<file path="config.mk">
export PLATFORM = sky130hd
export DESIGN_NAME = tape_feeder_index_sequencer_core_flat
export DESIGN_NICKNAME = d
export VERILOG_FILES = /design/src/tfis_pkg.sv /design/src/tfis_channels.sv /design/src/tape_feeder_index_sequencer_core.sv /design/src/flat_wrapper.sv
export SDC_FILE = /design/constraint.sdc
export NUM_CORES = 1
export LEC_CHECK = 0
export ABC_AREA = 1
export BUFFER_PORTS_ARGS = -buffer_cell sky130_fd_sc_hd__buf_4
export CORE_AREA = 4 4 161 85
export CTS_BUF_LIST = sky130_fd_sc_hd__clkbuf_16
export CTS_CLUSTER_DIAMETER = 30
export DETAILED_ROUTE_END_ITERATION = 8
export DIE_AREA = 0 0 165 89
export HOLD_SLACK_MARGIN = 0.08
export PLACE_DENSITY = 0.76
export SYNTH_ARGS = -nofsm -noshare
export SYNTH_HDL_FRONTEND = slang
export SYNTH_SLANG_ARGS = --single-unit
</file>
<file path="constraint.sdc">
create_clock -name clk -period 4.2 [get_ports clk]
set_clock_uncertainty 0.05 [all_clocks]
set_input_delay 0.84 -clock clk [delete_from_list [all_inputs] [get_ports clk]]
set_output_delay 0.84 -clock clk [all_outputs]
set_load 0.1 [all_outputs]
</file>
<file path="src/tfis_pkg.sv">
// tfis_pkg: shared constants and types for the tape feeder index sequencer
// used by the channel interfaces and the top level; no dependencies
`timescale 1ns / 1ps

package tfis_pkg;

    localparam int THRESH_W = 10;
    localparam int ADDR_W   = 8;
    localparam int CMD_W    = 8;
    localparam int DUTY_W   = 8;
    localparam int GAP_W    = 8;
    localparam int TIMER_W  = 9;
    localparam int PHASE_W  = 3;
    localparam int CFG_IDX_W  = 3;
    localparam int CFG_DATA_W = 10;

    typedef logic [DUTY_W-1:0]   duty_t;
    typedef logic [TIMER_W-1:0]  timer_t;
    typedef logic [PHASE_W-1:0]  phase_t;
    typedef logic [CFG_IDX_W-1:0]  cfg_idx_t;
    typedef logic [CFG_DATA_W-1:0] cfg_data_t;

    localparam logic [CMD_W-1:0] CMD_FWD = 8'h46;
    localparam logic [CMD_W-1:0] CMD_REV = 8'h42;

    localparam duty_t DUTY_FIRST_FWD = 8'd150;
    localparam duty_t DUTY_DRIVE     = 8'd200;
    localparam duty_t DUTY_PEEL      = 8'd100;

    // pulse on times, already less the first tick
    localparam timer_t ON_FWD_REST = 9'd14;
    localparam timer_t ON_REV_REST = 9'd19;

    localparam phase_t PH_IDLE  = 3'd0;
    localparam phase_t PH_SLACK = 3'd1;
    localparam phase_t PH_ONE   = 3'd2;
    localparam phase_t PH_TWO   = 3'd3;
    localparam phase_t PH_THREE = 3'd4;
    localparam phase_t PH_PEEL  = 3'd5;

    localparam cfg_idx_t CFG_FEEDER_ADDR = 3'd0;
    localparam cfg_idx_t CFG_MID_THRESH  = 3'd1;
    localparam cfg_idx_t CFG_FWD_HIGH    = 3'd2;
    localparam cfg_idx_t CFG_REV_FIRST   = 3'd3;
    localparam cfg_idx_t CFG_REV_THIRD   = 3'd4;
    localparam cfg_idx_t CFG_TENSION     = 3'd5;
    localparam cfg_idx_t CFG_PULSE_GAP   = 3'd6;
    localparam cfg_idx_t CFG_SLACK       = 3'd7;

endpackage

</file>
<file path="src/tfis_channels.sv">
// tfis_channels: valid/ready channel interfaces for request items and results
// depends on tfis_pkg
`timescale 1ns / 1ps

interface tfis_req_if #(parameter int SAMPLE_BITS = 10);
    import tfis_pkg::*;

    logic                   valid;
    logic                   ready;
    logic                   req_type;
    logic [SAMPLE_BITS-1:0] opto_sample;
    logic [SAMPLE_BITS-1:0] tension_sample;
    logic                   tension_open;
    logic [ADDR_W-1:0]      frame_addr;
    logic [CMD_W-1:0]       frame_cmd;

    modport source (output valid, req_type, opto_sample, tension_sample, tension_open,
                    frame_addr, frame_cmd, input ready);
    modport sink   (input valid, req_type, opto_sample, tension_sample, tension_open,
                    frame_addr, frame_cmd, output ready);
endinterface

interface tfis_res_if;
    import tfis_pkg::*;

    logic             valid;
    logic             ready;
    duty_t            drive_fwd_duty;
    duty_t            drive_rev_duty;
    duty_t            peel_wind_duty;
    duty_t            peel_unwind_duty;
    logic             busy_res;
    logic             echo_valid;
    logic [CMD_W-1:0] echo_byte;

    modport source (output valid, drive_fwd_duty, drive_rev_duty, peel_wind_duty,
                    peel_unwind_duty, busy_res, echo_valid, echo_byte, input ready);
    modport sink   (input valid, drive_fwd_duty, drive_rev_duty, peel_wind_duty,
                    peel_unwind_duty, busy_res, echo_valid, echo_byte, output ready);
endinterface

</file>
<file path="src/tape_feeder_index_sequencer_core.sv">
// tape_feeder_index_sequencer_core: index step sequencer for a tape feeder
// depends on tfis_pkg and the channel interfaces in tfis_channels.sv
`timescale 1ns / 1ps

// usage
//   item channel: one transaction is either a 1 ms tick (req_type 0) carrying
//   the sprocket and tension samples, or a bus frame (req_type 1) with address
//   and command. every transaction yields exactly one result transaction.
//   result channel: motor duties, busy flag and the echo of a matching frame.
//   config port: cfg_we, cfg_index, cfg_data; write only while idle.
// timing
//   one transaction per cycle sustained while result.ready is high; the result
//   is valid in the cycle after the item is taken. the whole step update is
//   one pass of compares and a 9-bit timer decrement, state to result register.
// reset
//   rst_n clears the step state to idle, empties the result register and
//   loads the configuration defaults.
// stall
//   the result register holds while the receiver is not ready; a new item is
//   taken in the same cycle the held result leaves, so ready only drops while
//   a result waits and result.ready is low.

module tape_feeder_index_sequencer_core #(
    parameter int SAMPLE_BITS = 10
) (
    input  logic                   clk,
    input  logic                   rst_n,
    tfis_req_if.sink               item,
    tfis_res_if.source             result,
    input  logic                   cfg_we,
    input  tfis_pkg::cfg_idx_t     cfg_index,
    input  tfis_pkg::cfg_data_t    cfg_data
);
    import tfis_pkg::*;

    localparam int CMP_W = (SAMPLE_BITS > THRESH_W) ? SAMPLE_BITS : THRESH_W;

    // configuration
    logic [ADDR_W-1:0]   feeder_addr_reg;
    logic [THRESH_W-1:0] mid_thresh_reg;
    logic [THRESH_W-1:0] fwd_high_reg;
    logic [THRESH_W-1:0] rev_first_reg;
    logic [THRESH_W-1:0] rev_third_reg;
    logic [THRESH_W-1:0] tension_thresh_reg;
    logic [GAP_W-1:0]    pulse_gap_reg;
    timer_t              slack_reg;

    always_ff @(posedge clk or negedge rst_n)
    begin
        if (!rst_n)
        begin
            feeder_addr_reg    <= '0;
            mid_thresh_reg     <= 10'd200;
            fwd_high_reg       <= 10'd500;
            rev_first_reg      <= 10'd300;
            rev_third_reg      <= 10'd250;
            tension_thresh_reg <= 10'd500;
            pulse_gap_reg      <= 8'd50;
            slack_reg          <= 9'd400;
        end
        else if (cfg_we)
        begin
            case (cfg_index)
                CFG_FEEDER_ADDR: feeder_addr_reg    <= cfg_data[ADDR_W-1:0];
                CFG_MID_THRESH:  mid_thresh_reg     <= cfg_data[THRESH_W-1:0];
                CFG_FWD_HIGH:    fwd_high_reg       <= cfg_data[THRESH_W-1:0];
                CFG_REV_FIRST:   rev_first_reg      <= cfg_data[THRESH_W-1:0];
                CFG_REV_THIRD:   rev_third_reg      <= cfg_data[THRESH_W-1:0];
                CFG_TENSION:     tension_thresh_reg <= cfg_data[THRESH_W-1:0];
                CFG_PULSE_GAP:   pulse_gap_reg      <= cfg_data[GAP_W-1:0];
                CFG_SLACK:       slack_reg          <= cfg_data[TIMER_W-1:0];
                default: ;
            endcase
        end
    end

    // step state
    phase_t phase_reg, phase_next;
    logic   fwd_reg, fwd_next;
    logic   pulse_on_reg, pulse_on_next;
    timer_t timer_reg, timer_next;

    // result register
    logic             res_valid_reg;
    duty_t            fwd_duty_reg, fwd_duty_next;
    duty_t            rev_duty_reg, rev_duty_next;
    duty_t            wind_reg, wind_next;
    duty_t            unwind_reg, unwind_next;
    logic             busy_reg, busy_next;
    logic             echo_v_reg, echo_v_next;
    logic [CMD_W-1:0] echo_b_reg, echo_b_next;

    logic accept;
    assign item.ready = !res_valid_reg || result.ready;
    assign accept     = item.valid && item.ready;

    logic [CMP_W-1:0] opto_c, tens_c;
    logic [CMP_W-1:0] mid_c, fwd_high_c, rev_first_c, rev_third_c, tension_c;
    assign opto_c      = CMP_W'(item.opto_sample);
    assign tens_c      = CMP_W'(item.tension_sample);
    assign mid_c       = CMP_W'(mid_thresh_reg);
    assign fwd_high_c  = CMP_W'(fwd_high_reg);
    assign rev_first_c = CMP_W'(rev_first_reg);
    assign rev_third_c = CMP_W'(rev_third_reg);
    assign tension_c   = CMP_W'(tension_thresh_reg);

    phase_t cur_phase;
    logic   cond;
    duty_t  pulse_duty;
    timer_t timer_dec;
    duty_t  drive;

    always_comb
    begin
        // unused codes fall back to idle
        cur_phase = (phase_reg > PH_PEEL) ? PH_IDLE : phase_reg;

        case (cur_phase)
            PH_ONE:  cond = fwd_reg ? (opto_c < mid_c) : (opto_c < rev_first_c);
            PH_TWO:  cond = opto_c > mid_c;
            default: cond = fwd_reg ? (opto_c < fwd_high_c) : (opto_c < rev_third_c);
        endcase

        pulse_duty = (fwd_reg && cur_phase == PH_ONE) ? DUTY_FIRST_FWD : DUTY_DRIVE;
        timer_dec  = (timer_reg != '0) ? timer_reg - 1'b1 : timer_reg;

        phase_next    = cur_phase;
        fwd_next      = fwd_reg;
        pulse_on_next = pulse_on_reg;
        timer_next    = timer_reg;
        drive         = '0;
        wind_next     = '0;
        unwind_next   = '0;
        echo_v_next   = 1'b0;
        echo_b_next   = '0;

        if (item.req_type)
        begin
            if (cur_phase == PH_IDLE && item.frame_addr == feeder_addr_reg)
            begin
                echo_v_next   = 1'b1;
                echo_b_next   = item.frame_cmd;
                pulse_on_next = 1'b0;
                timer_next    = '0;
                if (item.frame_cmd == CMD_FWD)
                begin
                    fwd_next   = 1'b1;
                    phase_next = PH_ONE;
                end
                else if (item.frame_cmd == CMD_REV)
                begin
                    fwd_next = 1'b0;
                    if (slack_reg != '0)
                    begin
                        phase_next = PH_SLACK;
                        timer_next = slack_reg;
                    end
                    else
                    begin
                        phase_next = PH_ONE;
                    end
                end
            end
        end
        else
        begin
            case (cur_phase)
                PH_SLACK:
                begin
                    if (timer_reg != '0)
                        unwind_next = DUTY_PEEL;
                    timer_next = timer_dec;
                    if (timer_dec == '0)
                        phase_next = PH_ONE;
                end
                PH_ONE, PH_TWO, PH_THREE:
                begin
                    if (pulse_on_reg)
                    begin
                        drive      = pulse_duty;
                        timer_next = timer_dec;
                        if (timer_dec == '0)
                        begin
                            pulse_on_next = 1'b0;
                            timer_next    = TIMER_W'(pulse_gap_reg);
                        end
                    end
                    else if (timer_reg != '0)
                    begin
                        timer_next = timer_dec;
                    end
                    else if (cond)
                    begin
                        drive         = pulse_duty;
                        pulse_on_next = 1'b1;
                        timer_next    = fwd_reg ? ON_FWD_REST : ON_REV_REST;
                    end
                    else
                    begin
                        phase_next = cur_phase + 1'b1;
                    end
                end
                PH_PEEL:
                begin
                    if (fwd_reg ? (tens_c > tension_c) : item.tension_open)
                        wind_next = DUTY_PEEL;
                    else
                        phase_next = PH_IDLE;
                end
                default: ;
            endcase
        end

        fwd_duty_next = fwd_next ? drive : '0;
        rev_duty_next = fwd_next ? '0 : drive;
        busy_next     = phase_next != PH_IDLE;
    end

    always_ff @(posedge clk or negedge rst_n)
    begin
        if (!rst_n)
        begin
            phase_reg     <= PH_IDLE;
            fwd_reg       <= 1'b0;
            pulse_on_reg  <= 1'b0;
            timer_reg     <= '0;
            res_valid_reg <= 1'b0;
        end
        else
        begin
            if (accept)
            begin
                phase_reg    <= phase_next;
                fwd_reg      <= fwd_next;
                pulse_on_reg <= pulse_on_next;
                timer_reg    <= timer_next;
            end
            if (item.ready)
                res_valid_reg <= item.valid;
        end
    end

    always_ff @(posedge clk)
    begin
        if (accept)
        begin
            fwd_duty_reg <= fwd_duty_next;
            rev_duty_reg <= rev_duty_next;
            wind_reg     <= wind_next;
            unwind_reg   <= unwind_next;
            busy_reg     <= busy_next;
            echo_v_reg   <= echo_v_next;
            echo_b_reg   <= echo_b_next;
        end
    end

    assign result.valid            = res_valid_reg;
    assign result.drive_fwd_duty   = fwd_duty_reg;
    assign result.drive_rev_duty   = rev_duty_reg;
    assign result.peel_wind_duty   = wind_reg;
    assign result.peel_unwind_duty = unwind_reg;
    assign result.busy_res         = busy_reg;
    assign result.echo_valid       = echo_v_reg;
    assign result.echo_byte        = echo_b_reg;

    // state codes past peel never appear
    a_phase_legal: assert property (@(posedge clk) disable iff (!rst_n)
        phase_reg <= PH_PEEL)
        else $error("phase register holds an unused code");

    // a drive pulse only runs inside the three threshold phases
    a_pulse_phase: assert property (@(posedge clk) disable iff (!rst_n)
        pulse_on_reg |-> (phase_reg == PH_ONE || phase_reg == PH_TWO ||
                          phase_reg == PH_THREE))
        else $error("pulse active outside a drive phase");

    // a result never drives both tape directions and never echoes while driving
    a_one_dir: assert property (@(posedge clk) disable iff (!rst_n)
        res_valid_reg && (fwd_duty_reg != '0 || rev_duty_reg != '0) |->
            (fwd_duty_reg == '0 || rev_duty_reg == '0) && !echo_v_reg)
        else $error("result drives both directions or mixes echo and drive");

    // an accepted echo leaves a busy state only for a direction command
    a_echo_busy: assert property (@(posedge clk) disable iff (!rst_n)
        accept && echo_v_next |=> (phase_reg != PH_IDLE) ==
            ($past(item.frame_cmd) == CMD_FWD || $past(item.frame_cmd) == CMD_REV))
        else $error("echoed frame did not start the expected step");

endmodule
</file>
<file path="src/flat_wrapper.sv">
// flat-port wrapper written by rule: the top's interface ports become plain ports
module tape_feeder_index_sequencer_core_flat import tfis_pkg::*;
#(
    parameter int SAMPLE_BITS = 10
)
  (clk, rst_n, cfg_we, cfg_index, cfg_data, item_valid, item_req_type, item_opto_sample, item_tension_sample, item_tension_open, item_frame_addr, item_frame_cmd, item_ready, result_valid, result_drive_fwd_duty, result_drive_rev_duty, result_peel_wind_duty, result_peel_unwind_duty, result_busy_res, result_echo_valid, result_echo_byte, result_ready);
  tfis_req_if #(.SAMPLE_BITS(SAMPLE_BITS)) item_i ();
  tfis_res_if result_i ();
  input  logic clk;
  input  logic rst_n;
  input  logic cfg_we;
  input  tfis_pkg::cfg_idx_t cfg_index;
  input  tfis_pkg::cfg_data_t cfg_data;
  input wire logic [$bits(item_i.valid)-1:0] item_valid;
  input wire logic [$bits(item_i.req_type)-1:0] item_req_type;
  input wire logic [$bits(item_i.opto_sample)-1:0] item_opto_sample;
  input wire logic [$bits(item_i.tension_sample)-1:0] item_tension_sample;
  input wire logic [$bits(item_i.tension_open)-1:0] item_tension_open;
  input wire logic [$bits(item_i.frame_addr)-1:0] item_frame_addr;
  input wire logic [$bits(item_i.frame_cmd)-1:0] item_frame_cmd;
  output wire logic [$bits(item_i.ready)-1:0] item_ready;
  output wire logic [$bits(result_i.valid)-1:0] result_valid;
  output wire logic [$bits(result_i.drive_fwd_duty)-1:0] result_drive_fwd_duty;
  output wire logic [$bits(result_i.drive_rev_duty)-1:0] result_drive_rev_duty;
  output wire logic [$bits(result_i.peel_wind_duty)-1:0] result_peel_wind_duty;
  output wire logic [$bits(result_i.peel_unwind_duty)-1:0] result_peel_unwind_duty;
  output wire logic [$bits(result_i.busy_res)-1:0] result_busy_res;
  output wire logic [$bits(result_i.echo_valid)-1:0] result_echo_valid;
  output wire logic [$bits(result_i.echo_byte)-1:0] result_echo_byte;
  input wire logic [$bits(result_i.ready)-1:0] result_ready;
  assign item_i.valid = item_valid;
  assign item_i.req_type = item_req_type;
  assign item_i.opto_sample = item_opto_sample;
  assign item_i.tension_sample = item_tension_sample;
  assign item_i.tension_open = item_tension_open;
  assign item_i.frame_addr = item_frame_addr;
  assign item_i.frame_cmd = item_frame_cmd;
  assign item_ready = item_i.ready;
  assign result_valid = result_i.valid;
  assign result_drive_fwd_duty = result_i.drive_fwd_duty;
  assign result_drive_rev_duty = result_i.drive_rev_duty;
  assign result_peel_wind_duty = result_i.peel_wind_duty;
  assign result_peel_unwind_duty = result_i.peel_unwind_duty;
  assign result_busy_res = result_i.busy_res;
  assign result_echo_valid = result_i.echo_valid;
  assign result_echo_byte = result_i.echo_byte;
  assign result_i.ready = result_ready;
  tape_feeder_index_sequencer_core #(.SAMPLE_BITS(SAMPLE_BITS)) u_core (.clk(clk), .rst_n(rst_n), .item(item_i), .result(result_i), .cfg_we(cfg_we), .cfg_index(cfg_index), .cfg_data(cfg_data));
endmodule
</file>
* Word level (Yosys, flattened, before mapping)
Cells that the tools add are included.
** Operators by class
- Add/subtract/negate cells :: 2
- Order comparisons :: 7
- Eq/ne operators :: 17
- Muxes and demuxes :: 48
- Bitwise operators :: 2
- Reduce and logical (&&, ||, !) cells :: 27
** Operator list (number)
- $mux W9 :: 10
- $lt A10 B10 Y1 :: 4
- $mux W8 :: 5
- $mux W3 :: 10
- $mux W7 :: 3
- $gt A10 B10 Y1 :: 2
- $eq A3 B3 Y1 const B :: 6
- $pmux W9 S2 :: 1
- $reduce_and A2 Y1 :: 9
- $reduce_bool A9 Y1 :: 2
- $eq A8 B7 Y1 const B :: 2
- $mux W1 :: 15
- $eq A3 B2 Y1 const B :: 4
- $logic_not A9 Y1 :: 1
- $pmux W3 S3 :: 1
- $sub A9 B1 Y9 const B :: 1
- $eq A8 B8 Y1 :: 1
- $eq A3 B1 Y1 const B :: 2
- $logic_not A3 Y1 :: 2
- $reduce_bool A3 Y1 :: 2
- $mux W5 :: 1
- $ne A5 B2 Y1 const B :: 1
- $reduce_and A4 Y1 :: 1
- $reduce_or A2 Y1 :: 2
- 12 further kinds :: 15
** Word-level totals
- Bits in registers :: 132
- Bits of input ports :: 56
- Output and inout port bits :: 44
- Logic and storage cells :: 123

* Longest topological paths before layout
Gate-level depths: netlist (run 1).
- Depth after elaboration :: 10
- Gate-level depth with buffers :: 20
- Depth with buffers taken out :: 20

* Least setup slack after synthesis (run 1)
No wires, ideal clock.
- Kind :: reg-to-reg
- From :: register u_core.res_valid_reg, in the netlist u_core.result.valid
- To :: register u_core.timer_reg[5]
- Library setup time :: 87 ps
- Arrival time :: 3313 ps
- Data required time :: 4063 ps
- Path slack :: 750 ps
- Stages on the path, launching flop included :: 10
- Path buffers :: 1
- Period minus slack after synthesis :: 3450 ps
- Cells stage by stage :: dfrtp_1 > nand2_1 > nand2_1 > clkinv_1 > nand2_1 > a21oi_1 > nand2_1 > buf_6 > nor2_1 > a22oi_1
** On the way
- Cells in the longest elaborated chain, start to end :: 4
** Ends and longest elaborated chain
- start, declared :: line tape_feeder_index_sequencer_core.sv:84 : logic res_valid_reg;
- start signal, assigned :: line tape_feeder_index_sequencer_core.sv:239 : res_valid_reg <= item.valid;
- $logic_not A1 Y1 :: line tape_feeder_index_sequencer_core.sv:94 : assign item.ready = !res_valid_reg || result.ready;
- $logic_or A1 B1 Y1 :: line tape_feeder_index_sequencer_core.sv:94
- via item_ready :: line flat_wrapper.sv:21 : output wire logic [$bits(item_i.ready)-1:0] item_ready;
- $logic_and A1 B1 Y1 :: line tape_feeder_index_sequencer_core.sv:95 : assign accept = item.valid && item.ready;
- via u_core.accept :: line tape_feeder_index_sequencer_core.sv:93 : logic accept;
- $reduce_and A4 Y1 (no source line)
- end signal, assigned :: line tape_feeder_index_sequencer_core.sv:236 : timer_reg <= timer_next;
- end, declared :: line tape_feeder_index_sequencer_core.sv:81 : timer_t timer_reg, timer_next;
The timed path passes the listed nets, and every way through them passes these cells.
A chain may end at the register's enable or synchronous reset.

* Final worst setup path (run 1)
- From :: register u_core.phase_reg[1]
- To :: register u_core.timer_reg[0]
** On the way
- Cells in the longest elaborated chain, start to end :: 6
- Elaborated cells on any way between the ends :: 16
- Classes of those cells :: order compare: 1; eq/ne: 6; mux: 4; reduce/logical: 5
** Ends and longest elaborated chain
- start, declared :: line tape_feeder_index_sequencer_core.sv:78 : phase_t phase_reg, phase_next;
- start signal, assigned :: line tape_feeder_index_sequencer_core.sv:233 : phase_reg <= phase_next;
- $gt A3 B3 Y1 :: line tape_feeder_index_sequencer_core.sv:116 : cur_phase = (phase_reg > PH_PEEL) ? PH_IDLE : phase_reg;
- $mux W3 * :: line tape_feeder_index_sequencer_core.sv:116
- $eq A3 B2 Y1 (tied with other cells) :: line tape_feeder_index_sequencer_core.sv:118, tape_feeder_index_sequencer_core.sv:167
- $pmux W1 S2 (tied with other cells) :: line tape_feeder_index_sequencer_core.sv:118 : case (cur_phase)
- $ne A5 B2 Y1 (no source line) (tied with other cells)
- $reduce_and A4 Y1 (no source line) or $mux W9 (tied branches)
Every way passes the cells marked *; elsewhere a longest branch is shown, timed or not.

==> impl_summary.log, run 1 <==
[metrics] post-cts resize count: 0
[metrics] Post-DP Area: 7301 um^2
[metrics] Die Y: 89 um
[metrics] fill count: 1087
[metrics] effective utilization at floorplan: 53.56%
[metrics] overall power of the completed layout: 3666 uW
[metrics] dpl cells: 1087
[metrics] placeable core region: about 12000 um^2
[metrics] flop and latch count out of synthesis: 108
[metrics] clock period minus worst slack: 3253 ps
[metrics] data required time of the critical path: 4390 ps
[metrics] internal power summed over all cells: 2166 uW
[metrics] Die Outline Area: approximately 15000 um^2
[metrics] Max VDD drop: 0.2247 mV
[metrics] share of final-layout standard cells stronger than drive strength 1: 16.40%
[metrics] post-synth top area share: 22.28%
[metrics] data arrival at the endpoint of the critical path: 3450 ps
[metrics] vias in the first global route: 5117
[metrics] initial antenna violation count: 0
[metrics] R2R cell count: 13
[metrics] CTS Hold Buffers Added: 0
[metrics] largest driver fanout on the critical path: 14
[metrics] combinational cell fraction of total power: 38.4%
[metrics] library cell used as clock root buffer: sky130_fd_sc_hd__clkbuf_16
[metrics] CTS H-tree depth: 3
[metrics] post-route insts no fill: 1103
[metrics] Reg-to-Reg End: u_core.timer_reg[0]
[metrics] Finish-stage setup viols: 0
[metrics] post-detailed-route DRC marker count: 0
[metrics] number of port buffers: 85
[metrics] share of synthesized flip-flops with an asynchronous set or reset: 83.33%
[metrics] post-synthesis average cell area: 7.752 um^2
[metrics] warnings from Yosys: 0
[metrics] Power Density: approximately 480 nW/um^2
[metrics] GRT Residual Overflow: 0
[metrics] worst-case register-to-register setup slack: approximately 950 ps
[metrics] number of clock sinks: 108
[metrics] worst setup path category: register to register
[metrics] initial DRC count: 622
[metrics] final core utilization: between 60% and 70%
[metrics] CTS buffer count: 9
[metrics] Ports: 100
[metrics] detailed-route wire length: around 17000 um
[metrics] Post-synth top flop: sky130_fd_sc_hd__dfrtp_1
[metrics] gpl congestion: 1.001
[metrics] via count of the routed design: 5812
[metrics] type of element capturing the critical path: register
[metrics] Hold WC Path Type: register to register
[metrics] number of synthesized flops with an enable pin: 18
[metrics] routed wire length per instance: 15.37 um
[metrics] number of inserted diodes: 0
[metrics] setup total negative slack: 0 ps
[metrics] switching power share of the total: 40.90%
[metrics] Layout Area Growth over Synthesis: 14.18%
[metrics] CTS max path bufs: 2
[metrics] capture point of the worst path: u_core.timer_reg[0]
[metrics] startpoint of the most critical setup path: u_core.phase_reg[1]
[metrics] FF-to-FF Start: u_core.phase_reg[1]
[metrics] cell accounting for the most synthesized area: sky130_fd_sc_hd__dfrtp_1
[metrics] Vias/cell: 5.269
[metrics] Post-CTS Setup Repair Bufs: 0
[metrics] standard-cell row count: 29
[metrics] count of nets after finishing: 1037
[metrics] post-layout instance area: 7567 um^2
[metrics] register area share after synthesis: approximately 43%
[metrics] overall fraction of global-route tracks in use: 23.53%
[metrics] cell types occupying the most area after synthesis: sky130_fd_sc_hd__dfrtp_1, sky130_fd_sc_hd__dfstp_2, sky130_fd_sc_hd__nand2_1
[metrics] worst-skew pair later-pin latency: 360 ps
[metrics] result of the run: complete, no violations
[metrics] sw power: 1499 uW
[metrics] horizontal extent of the die: 165 um
[metrics] Netlist cell types: 41
[metrics] synthesized netlist cell count: 855
[metrics] pin slew with the least headroom to its limit: just under 800 ps
[metrics] hold violation total from the final report: 0
[metrics] Clk network pwr share: 22.0%
[metrics] CTS tree: yes
[metrics] share of total power in sequential cells: a little under 40%
[metrics] maximum number of pins on one net before global-route repair: 50
[metrics] maximum frequency from static timing analysis: 0.3075 GHz
[metrics] leakage power: 0.003846 uW
[metrics] count of final max-slew check failures: 0
[metrics] global-route wire length before repair: between 20000 and 30000 um
[metrics] final worst path period share: 77.44%
[metrics] Synth top cells by count: sky130_fd_sc_hd__nand2_1, sky130_fd_sc_hd__inv_1, sky130_fd_sc_hd__o21ai_0
[metrics] clock-pin slew of the registers on the worst-case setup and hold paths: ~70 ps
[metrics] netlist area before placement: 6628 um^2
[metrics] kind of launch point of the worst setup path: register
[metrics] Max-Slew Margin vs Limit: 48.04%
[metrics] DP HPWL: 12960 um
[metrics] detailed-router iteration count before antenna repair: 5
[metrics] count leader, synth: sky130_fd_sc_hd__nand2_1
[metrics] antenna-violating nets left: 0
[metrics] unrepaired setup endpoints after global routing: no
[metrics] Max-Cap Viols: 0
[metal layers]
metal	GRT usage, %	vias to the layer above	routed length, um
li1	-	2847	-
met2	30.51	297	6398
met3	6.218	24	1970
met5	0	-	0
met1	38.55	2644	8391
met4	4.453	0	187
[layout by cell type, fill, tap and decap left out, types with 3 or more instances in the layout]
master,n
sky130_fd_sc_hd__a21oi_1,24
sky130_fd_sc_hd__a22oi_1,3
sky130_fd_sc_hd__nand2_1,214
sky130_fd_sc_hd__inv_1,138
sky130_fd_sc_hd__clkinv_2,3
sky130_fd_sc_hd__nor3_1,8
sky130_fd_sc_hd__nor2_1,72
sky130_fd_sc_hd__a21oi_2,3
sky130_fd_sc_hd__o211ai_1,3
sky130_fd_sc_hd__nand3b_1,3
sky130_fd_sc_hd__edfxtp_1,18
sky130_fd_sc_hd__nor2_2,4
sky130_fd_sc_hd__ha_1,53
sky130_fd_sc_hd__or2_2,3
sky130_fd_sc_hd__nand2_2,3
sky130_fd_sc_hd__nand4_1,8
sky130_fd_sc_hd__buf_4,89
sky130_fd_sc_hd__o21ai_0,97
sky130_fd_sc_hd__nand3_1,32
sky130_fd_sc_hd__dfstp_2,31
sky130_fd_sc_hd__o21ai_1,4
sky130_fd_sc_hd__clkbuf_16,9
sky130_fd_sc_hd__dfrtp_1,59
sky130_fd_sc_hd__xor2_1,4
sky130_fd_sc_hd__o22ai_1,9
sky130_fd_sc_hd__conb_1,15
sky130_fd_sc_hd__a21o_1,3
[final cells by class]
class | count | area, um^2 | share of cell area, %
timing repair buffer | 89 | 668.1 | 8.829
tap | 170 | 212.7 | 2.811
clock inverter | 7 | 41.29 | 0.5456
sequential | 108 | 2831 | 37.42
inverter | 140 | 526.8 | 6.961
multi-input combinational | 580 | 3062 | 40.46
clock buffer | 9 | 225.2 | 2.976
[per-stage QoR]
| stage | worst slack [ps] | hold WS [ps] |
|---|---|---|
| floorplan | 750.0 | 392.6 |
| global placement | 1123 | 417.9 |
| detailed placement | 1038 | 414.3 |
| CTS | 1017 | 435.2 |
| global route | 583.0 | 460.6 |
| finish | 947.5 | 438.8 |
[how the worst min path moves through the flow]
stage                     startpoint               endpoint  depth (start not counted)  slack, ps
6_report         u_core.phase_reg[0]    u_core.phase_reg[0]                          2        440
2_1_floorplan    u_core.phase_reg[0]    u_core.phase_reg[0]                          2        390
3_5_place_dp     u_core.phase_reg[0]    u_core.phase_reg[0]                          2        410
4_1_cts          u_core.phase_reg[0]    u_core.phase_reg[0]                          2        440
5_1_grt         u_core.fwd_high_c[4]   u_core.fwd_high_c[4]                          2        460
3_3_place_gp   u_core.rev_first_c[1]  u_core.rev_first_c[1]                          2        420
[cells by family after synthesis]
group           count (synthesis)  synth area share, %
fa+ha+maj                      53                10.01
buf+inv                       181                11.87
xor+xnor                        4               0.5285
simple gates                  353                21.96
other cells                     1              0.05658
compound gates                155                12.86
flops                         108                42.72
[critical path, cell delays in order, from the launching register on]
cell and delay (ps):
sky130_fd_sc_hd__dfrtp_1 420, sky130_fd_sc_hd__inv_1 70, sky130_fd_sc_hd__o21ai_0 500, sky130_fd_sc_hd__inv_1 230, sky130_fd_sc_hd__ha_1 280, sky130_fd_sc_hd__o21ai_0 180
sky130_fd_sc_hd__o21a_1 230, sky130_fd_sc_hd__inv_1 120, sky130_fd_sc_hd__nor2_1 190, sky130_fd_sc_hd__a21oi_1 90, sky130_fd_sc_hd__nand2_1 390, sky130_fd_sc_hd__inv_1 180
sky130_fd_sc_hd__nor2_1 160, sky130_fd_sc_hd__a21oi_2 50
[power by group through the flow]
stage	Sequential, uW	Clock [uW]	Combinational [uW]
finish	1450	806	1410
global route	1480	854	1580
CTS	1450	807	1390
detailed placement	1470	0	1380
global placement	1460	0	1350
floorplan	1530	0	966
Power figures use the tool's default switching activity.
==> run 2, diff against run 1 <==
==> constraint.sdc (replaced) <==
create_clock -name clk -period 3.4 [get_ports clk]
set_clock_uncertainty 0.05 [all_clocks]
set_input_delay 0.68 -clock clk [delete_from_list [all_inputs] [get_ports clk]]
set_output_delay 0.68 -clock clk [all_outputs]
set_load 0.1 [all_outputs]
==> run 2 against run 1 <==
Against the previous run:
- combinational power grew 23%
- clock-buffer cell count is the same
- worst hold slack lost 150 ps
- clock power grew 33%
- first-iteration DRC count shrank 9.2%
- maximum frequency grew 4.8%
- critical path depth grew 2
- worst setup slack lost 650 ps
- global-route usage shrank 0.29 points
- sequential share of layout area shrank 0.27 points
==> impl_summary.log, run 2 (synthesis gave the netlist of run 1 again) <==
[metrics] Max VDD drop: 0.2926 mV (was 0.2247 mV)
[metrics] FF-to-FF Start: u_core.phase_reg[1] (unchanged)
[metrics] Max-Slew Margin vs Limit: 47.23% (was 48.04%)
[metrics] effective utilization at floorplan: 53.56% (unchanged)
[metrics] result of the run: complete, no violations (unchanged)
[metrics] largest driver fanout on the critical path: 5 (was 14)
[metrics] number of clock sinks: 108 (unchanged)
[metrics] post-cts resize count: 0 (unchanged)
[metrics] final setup slack of the worst path: 295.0 ps (was 947.5 ps)
[metrics] CTS Hold Buffers Added: 0 (unchanged)
[metrics] Power Density: 602.3 nW/um^2 (was 484.4 nW/um^2)
[metrics] maximum number of pins on one net before global-route repair: 48 (was 50)
[metrics] standard-cell row count: 29 (unchanged)
[metrics] count of final max-slew check failures: 0 (unchanged)
[metrics] kind of launch point of the worst setup path: register (unchanged)
[metrics] count of nets after finishing: 1038 (was 1037)
[metrics] capture point of the worst path: u_core.result.busy_res (was u_core.timer_reg[0])
[metrics] CTS H-tree depth: 3 (unchanged)
[metrics] CTS buffer count: 9 (unchanged)
[metrics] post-detailed-route DRC marker count: 0 (unchanged)
[metrics] gpl congestion: 1.024 (was 1.001)
[metrics] Finish-stage setup viols: 0 (unchanged)
[metrics] Layout Area Growth over Synthesis: 15.01% (was 14.18%)
[metrics] Post-DP Area: 7323 um^2 (was 7301 um^2)
[metrics] Ports: 100 (unchanged)
[metrics] cells along the critical path: inv_1 > o21ai_0 > inv_1 > ha_1 > o21ai_0 > o21a_1 > inv_1 > nor2_1 > inv_1 > o21ai_0 > inv_1 > nand2_1 > nand2_1 > nor2_1 > nand2_1 (was inv_1 > o21ai_0 > inv_1 > ha_1 > o21ai_0 > o21a_1 > inv_1 > nor2_1 > a21oi_1 > nand2_1 > inv_1 > nor2_1 > a21oi_2)
[metrics] CP Depth: 15 (was 13)
[metrics] Die Outline Area: 14690 um^2 (unchanged)
[metrics] overall fraction of global-route tracks in use: 23.24% (was 23.53%)
[metrics] placeable core region: 12370 um^2 (unchanged)
[metrics] post-layout instance area: 7622 um^2 (was 7567 um^2)
[metrics] family with the most delay on the worst path: compound AO/OA/AOI/OAI gates (unchanged)
[metrics] number of port buffers: 85 (unchanged)
[metrics] pin slew with the least headroom to its limit: 789.4 ps (was 777.2 ps)
[metrics] horizontal extent of the die: 165 um (unchanged)
[metrics] library cell used as clock root buffer: sky130_fd_sc_hd__clkbuf_16 (unchanged)
[metrics] worst hold margin: 287.9 ps (was 438.8 ps)
[metrics] Post-CTS Setup Repair Bufs: 0 (unchanged)
[metrics] clock-pin slew of the registers on the worst-case setup and hold paths: 70 ps (about the same)
[metrics] Reg-to-Reg End: u_core.result.busy_res (was u_core.timer_reg[0])
[metrics] worst-case register-to-register setup slack: 300 ps (was 950 ps)
[metrics] global-route wire length before repair: 26430 um (was 26540 um)
[metrics] detailed-route wire length: 16450 um (was 16950 um)
[metrics] initial antenna violation count: 1 (was 0)
[metrics] dpl cells: 1088 (was 1087)
[metrics] data arrival at the endpoint of the critical path: 3160 ps (was 3450 ps)
[metrics] CTS max path bufs: 2 (unchanged)
[metrics] Vias/cell: 5.215 (was 5.269)
[metrics] DP HPWL: 12790 um (was 12960 um)
[metrics] pre-CTS WS: 428.5 ps (was 1038 ps)
[metrics] detailed-router iteration count before antenna repair: 5 (unchanged)
[metrics] CTS tree: yes (unchanged)
[metrics] final worst path period share: 91.32% (was 77.44%)
[metrics] data required time of the critical path: 3460 ps (was 4390 ps)
[metrics] hold violation total from the final report: 0 (unchanged)
[metrics] top library cells by usage in the layout, fill and taps aside: sky130_fd_sc_hd__nand2_1, sky130_fd_sc_hd__inv_1, sky130_fd_sc_hd__o21ai_0, sky130_fd_sc_hd__buf_4, sky130_fd_sc_hd__nor2_1 (unchanged)
[metrics] post-route insts no fill: 1104 (was 1103)
[metrics] via count of the routed design: 5757 (was 5812)
[metrics] initial DRC count: 565 (was 622)
[metrics] routed wire length per instance: 14.90 um (was 15.37 um)
[metrics] CP most frequent cell: sky130_fd_sc_hd__inv_1 (unchanged)
[metrics] Max-Cap Viols: 0 (unchanged)
[metrics] R2R cell count: 15 (was 13)
[metrics] clock period minus worst slack: 3105 ps (was 3253 ps)
[metrics] Hold WC Path Type: input port to async pin (was register to register)
[metrics] maximum cell stage delay along the critical path: 550 ps (was 500 ps)
[metrics] type of element capturing the critical path: register (unchanged)
[metrics] number of inserted diodes: 0 (unchanged)
[metrics] cell with the biggest individual delay on the critical path: sky130_fd_sc_hd__o21ai_0 (unchanged)
[metrics] share of final-layout standard cells stronger than drive strength 1: 16.81% (was 16.40%)
[metrics] count of buffering cells on the critical path with inverters included: 5 (was 4)
[metrics] worst setup path category: register to register (unchanged)
[metrics] most common library cell in the layout ignoring fill and taps: sky130_fd_sc_hd__nand2_1 (unchanged)
[metrics] setup total negative slack: 0 ps (unchanged)
[metrics] worst-skew pair later-pin latency: 350 ps (was 360 ps)
[metrics] antenna-violating nets left: 0 (unchanged)
[metrics] Die Y: 89 um (unchanged)
[metrics] vias in the first global route: 5144 (was 5117)
[metrics] maximum frequency from static timing analysis: 0.3221 GHz (was 0.3075 GHz)
[metrics] GRT Residual Overflow: 0 (unchanged)
[metrics] unrepaired setup endpoints after global routing: no (unchanged)
[metrics] startpoint of the most critical setup path: u_core.phase_reg[1] (unchanged)
[metrics] leakage power: 0.003855 uW (was 0.003846 uW)
==> run 2: cell types whose count changed in the layout (fill, tap and decap cells not counted) <==
cell and delta:
sky130_fd_sc_hd__clkinv_2 -2, sky130_fd_sc_hd__buf_12 +1, sky130_fd_sc_hd__clkinvlp_2 +2, sky130_fd_sc_hd__nand2_2 +1
sky130_fd_sc_hd__clkinv_1 -1, sky130_fd_sc_hd__nand2_1 -1, sky130_fd_sc_hd__inv_1 -1, sky130_fd_sc_hd__clkinv_4 +1
sky130_fd_sc_hd__bufinv_16 +1, sky130_fd_sc_hd__clkinvlp_4 +1, sky130_fd_sc_hd__inv_4 -1
==> run 2: worst register-to-register path: cells and delay by family, from the launching register on <==
| kind | cells | cell delay, ps |
|---|---|---|
| fa+ha+maj | 1 | 290 |
| simple gates | 5 | 430 |
| flops | 1 | 420 |
| buf+inv | 5 | 590 |
| compound gates | 4 | 1100 |
==> run 2: final cells by class <==
class | instances | area, um^2
flip-flops and latches | 108 | 2831
fillers | 1108 | 4751
multi-input cells | 580 | 3064
clock buffers | 9 | 225.2
well taps | 170 | 212.7
inverters | 140 | 526.8
repair buffers | 90 | 688.2
clock inverters | 7 | 73.82
==> run 2: worst min-delay path by stage <==
stage / endpoint / depth (start not counted) / startpoint
after CTS: u_core.rev_third_c[9] / 1 / rst_n
after global placement: u_core.fwd_high_c[1] / 2 / u_core.fwd_high_c[1]
after detailed placement: u_core.phase_reg[0] / 2 / u_core.phase_reg[0]
final: u_core.rev_third_c[9] / 1 / rst_n
after global routing: u_core.rev_third_c[9] / 1 / rst_n
after floorplan: u_core.feeder_addr_reg[0] / 0 / rst_n
==> run 2: where the power goes <==
part	switching, uW	leakage [uW]	internal [uW]
Clock	494	0.000139	575
Combinational	1160	0.00248	565
Sequential	175	0.00124	1620
Total	1830	0.00385	2760
==> run 2: layer usage <==
layer	vias up	GRT usage (%)	wire length, um
li1	2854	-	-
met1	2635	37.67	8339
met2	256	31.14	6221
met3	12	5.850	1786
met4	0	3.774	102
met5	-	0	0
==> run 2: metrics by stage <==
step / total power [uW] / util, %
2_1_floorplan: 3080 / -
3_3_place_gp: 3478 / 59.19
3_5_place_dp: 3509 / 59.19
4_1_cts: 4586 / 61.60
5_1_grt: 4918 / 61.60
6_report: 4591 / 61.60
==> run 3, diff against run 2 <==
--- a/config.mk
+++ b/config.mk
@@ -7,11 +7,11 @@
 export LEC_CHECK = 0
 export ABC_AREA = 1
 export BUFFER_PORTS_ARGS = -buffer_cell sky130_fd_sc_hd__buf_4
-export CORE_AREA = 4 4 161 85
+export CORE_AREA = 4 4 137 99
 export CTS_BUF_LIST = sky130_fd_sc_hd__clkbuf_16
 export CTS_CLUSTER_DIAMETER = 30
 export DETAILED_ROUTE_END_ITERATION = 8
-export DIE_AREA = 0 0 165 89
+export DIE_AREA = 0 0 141 103
 export HOLD_SLACK_MARGIN = 0.08
 export PLACE_DENSITY = 0.76
 export SYNTH_ARGS = -nofsm -noshare
==> run 3 against run 2 <==
Against the previous run:
- clock power hardly changed
- sequential cell count stayed put
- non-clock buffer count stayed put
- worst setup slack better by 140 ps
- cell count is 0.72% lower
- core utilization is 0.48 points higher
- first-iteration DRC count is 0.71% higher
- sequential share of layout area is 0.079 points higher
- critical path depth is 2 lower
- routed wire length is 4.7% lower
- global-route usage is 0.71 points lower
- worst hold slack better by 150 ps
- largest power group unchanged
==> impl_summary.log, run 3 (synthesis gave the netlist of run 1 again) <==
[metrics] Clk network pwr share: 23.9% (was 23.3%)
[metrics] via count of the routed design: 5637 (was 5757)
[metrics] overall fraction of global-route tracks in use: 22.53% (was 23.24%)
[metrics] internal power summed over all cells: 2766 uW (was 2760 uW)
[metrics] switching power share of the total: 39.85% (was 39.87%)
[metrics] largest driver fanout on the critical path: 14 (was 5)
[metrics] standard-cell row count: 34 (was 29)
[metrics] antenna-violating nets left: 0 (unchanged)
[metrics] data arrival at the endpoint of the critical path: 3150 ps (was 3160 ps)
[metrics] leakage power: 0.003865 uW (was 0.003855 uW)
[metrics] CTS max path bufs: 2 (unchanged)
[metrics] DP HPWL: 11970 um (was 12790 um)
[metrics] Max-Cap Viols: 0 (unchanged)
[metrics] vias in the first global route: 5214 (was 5144)
[metrics] CTS H-tree depth: 3 (unchanged)
[metrics] worst setup path category: register to register (unchanged)
[metrics] sw power: 1833 uW (was 1830 uW)
[metrics] maximum cell stage delay along the critical path: 420 ps (was 550 ps)
[metrics] unrepaired setup endpoints after global routing: no (unchanged)
[metrics] Die Outline Area: 14520 um^2 (was 14690 um^2)
[metrics] pin slew with the least headroom to its limit: 1068 ps (was 789.4 ps)
[metrics] setup total negative slack: 0 ps (unchanged)
[metrics] routed wire length per instance: 14.31 um (was 14.90 um)
[metrics] clock period minus worst slack: 2962 ps (was 3105 ps)
[metrics] Hold WC Path Type: register to register (was input port to async pin)
[metrics] Post-CTS Setup Repair Bufs: 0 (unchanged)
[metrics] startpoint of the most critical setup path: u_core.phase_reg[1] (unchanged)
[metrics] cells along the critical path: inv_1 > o21ai_1 > inv_1 > ha_1 > o21ai_0 > o21a_1 > inv_1 > nor2_1 > a21oi_1 > nand2_1 > inv_1 > nor2_1 > a21oi_2 (was inv_1 > o21ai_0 > inv_1 > ha_1 > o21ai_0 > o21a_1 > inv_1 > nor2_1 > inv_1 > o21ai_0 > inv_1 > nand2_1 > nand2_1 > nor2_1 > nand2_1)
[metrics] final core utilization: 62.08% (was 61.60%)
[metrics] Vias/cell: 5.143 (was 5.215)
[metrics] detailed-router iteration count before antenna repair: 5 (unchanged)
[metrics] family with the most delay on the worst path: compound AO/OA/AOI/OAI gates (unchanged)
[metrics] Finish-stage setup viols: 0 (unchanged)
[metrics] clock-pin slew of the registers on the worst-case setup and hold paths: 70 ps (about the same)
[metrics] start point of the worst hold path: u_core.mid_c[9]
[metrics] CTS Hold Buffers Added: 0 (unchanged)
[metrics] Power Density: 604.6 nW/um^2 (was 602.3 nW/um^2)
[metrics] library cell used as clock root buffer: sky130_fd_sc_hd__clkbuf_16 (unchanged)
[metrics] post-layout instance area: 7606 um^2 (was 7622 um^2)
[metrics] CP most frequent cell: sky130_fd_sc_hd__inv_1 (unchanged)
[metrics] Die Y: 103 um (was 89 um)
[metrics] initial antenna violation count: 0 (was 1)
[metrics] gpl congestion: 0.9464 (was 1.024)
[metrics] GRT Residual Overflow: 0 (unchanged)
[metrics] combinational cell fraction of total power: 37.2% (was 37.6%)
[metrics] number of clock sinks: 108 (unchanged)
[metrics] final worst path period share: 87.11% (was 91.32%)
[metrics] type of element capturing the critical path: register (unchanged)
[metrics] maximum frequency from static timing analysis: 0.3376 GHz (was 0.3221 GHz)
[metrics] count of nets after finishing: 1038 (unchanged)
[metrics] count of final max-slew check failures: 0 (unchanged)
[metrics] kind of launch point of the worst setup path: register (unchanged)
[metrics] share of final-layout standard cells stronger than drive strength 1: 16.81% (unchanged)
[metrics] post-detailed-route DRC marker count: 0 (unchanged)
[metrics] cell with the biggest individual delay on the critical path: sky130_fd_sc_hd__dfrtp_1 (was sky130_fd_sc_hd__o21ai_0)
[metrics] share of total power in sequential cells: 38.9% (was 39.1%)
[metrics] count of buffering cells on the critical path with inverters included: 4 (was 5)
[metrics] CTS buffer count: 9 (unchanged)
[metrics] data required time of the critical path: 3590 ps (was 3460 ps)
[metrics] final setup slack of the worst path: 438.2 ps (was 295.0 ps)
[metrics] Post-DP Area: 7301 um^2 (was 7323 um^2)
[metrics] Ports: 100 (unchanged)
[metrics] CTS tree: yes (unchanged)
[metrics] number of port buffers: 85 (unchanged)
[metrics] fill count: 1136 (was 1108)
[metrics] global-route wire length before repair: 25910 um (was 26430 um)
[metrics] placeable core region: 12250 um^2 (was 12370 um^2)
[metrics] horizontal extent of the die: 141 um (was 165 um)
[metrics] hold violation total from the final report: 0 (unchanged)
[metrics] number of inserted diodes: 0 (unchanged)
[metrics] Max-Slew Margin vs Limit: 28.82% (was 47.23%)
[metrics] top library cells by usage in the layout, fill and taps aside: sky130_fd_sc_hd__nand2_1, sky130_fd_sc_hd__inv_1, sky130_fd_sc_hd__o21ai_0, sky130_fd_sc_hd__buf_4, sky130_fd_sc_hd__nor2_1 (unchanged)
[metrics] FF-to-FF Start: u_core.phase_reg[1] (unchanged)
[metrics] detailed-route wire length: 15680 um (was 16450 um)
[metrics] result of the run: complete, no violations (unchanged)
[metrics] worst-skew pair later-pin latency: 350 ps (about the same)
[metrics] Max VDD drop: 0.2865 mV (was 0.2926 mV)
[metrics] pre-CTS WS: 368.5 ps (was 428.5 ps)
[metrics] most common library cell in the layout ignoring fill and taps: sky130_fd_sc_hd__nand2_1 (unchanged)
[metrics] maximum number of pins on one net before global-route repair: 85 (was 48)
[metrics] initial DRC count: 569 (was 565)
[metrics] Layout Area Growth over Synthesis: 14.76% (was 15.01%)
[metrics] effective utilization at floorplan: 54.10% (was 53.56%)
run 3: final cells by class:
type	instances	area, um^2	area share (%)
Clock inverter	7	80.08	1.053
Clock buffer	9	225.2	2.961
Tap cell	162	202.7	2.665
Multi-Input combinational cell	580	3064	40.29
Timing Repair Buffer	90	675.6	8.883
Sequential cell	108	2831	37.23
Inverter	140	526.8	6.925
run 3: path summary, 6_finish.rpt:
kind                                             to  slack (ps)  depth (start not counted)
worst min register to register      u_core.mid_c[9]         440                          2
min in group asynchronous       u_core.slack_reg[6]         460                          1
worst max-delay path            u_core.timer_reg[0]         440                         13
worst min-delay path                u_core.mid_c[9]         440                          2
max in group asynchronous           u_core.mid_c[3]        2050                          2
worst max register to register  u_core.timer_reg[0]         440                         13
run 3: layer usage:
layer,GRT usage (%),vias to the layer above,wire [um]
met2,33.05,211,6479
met5,0,-,0
li1,-,2857,-
met1,33.52,2552,7584
met3,5.656,17,1439
met4,5.659,0,175
run 3: power by group through the flow:
stage          clock, uW  sequential, uW  combinational (uW)
3_5_place_dp           0            1810                1690
5_1_grt             1170            1830                1940
3_3_place_gp           0            1800                1660
6_report            1100            1790                1710
4_1_cts             1120            1790                1700
2_1_floorplan          0            1890                1190
run 3: stage by stage:
step                      std cells  total power (uW)  hold WS, ps
after global routing           1096              4937        456.1
after global placement         1080              3454        414.8
after detailed placement       1080              3497        423.1
after CTS                      1096              4603        440.1
after floorplan                 869              3080        334.4
final                          1096              4598        438.6
run 3: worst min-delay path, stage by stage (launching register included):
cell and delay [ps]:
sky130_fd_sc_hd__dfrtp_1 350, sky130_fd_sc_hd__nand2_1 50, sky130_fd_sc_hd__o21ai_0 60
run 3: what timing repair did:
| action | CTS | global route |
|---|---|---|
| resized for setup | 0 | 1 |
| endpoints found under the hold margin | 0 | 0 |
| setup endpoints to repair | 0 | 4 |
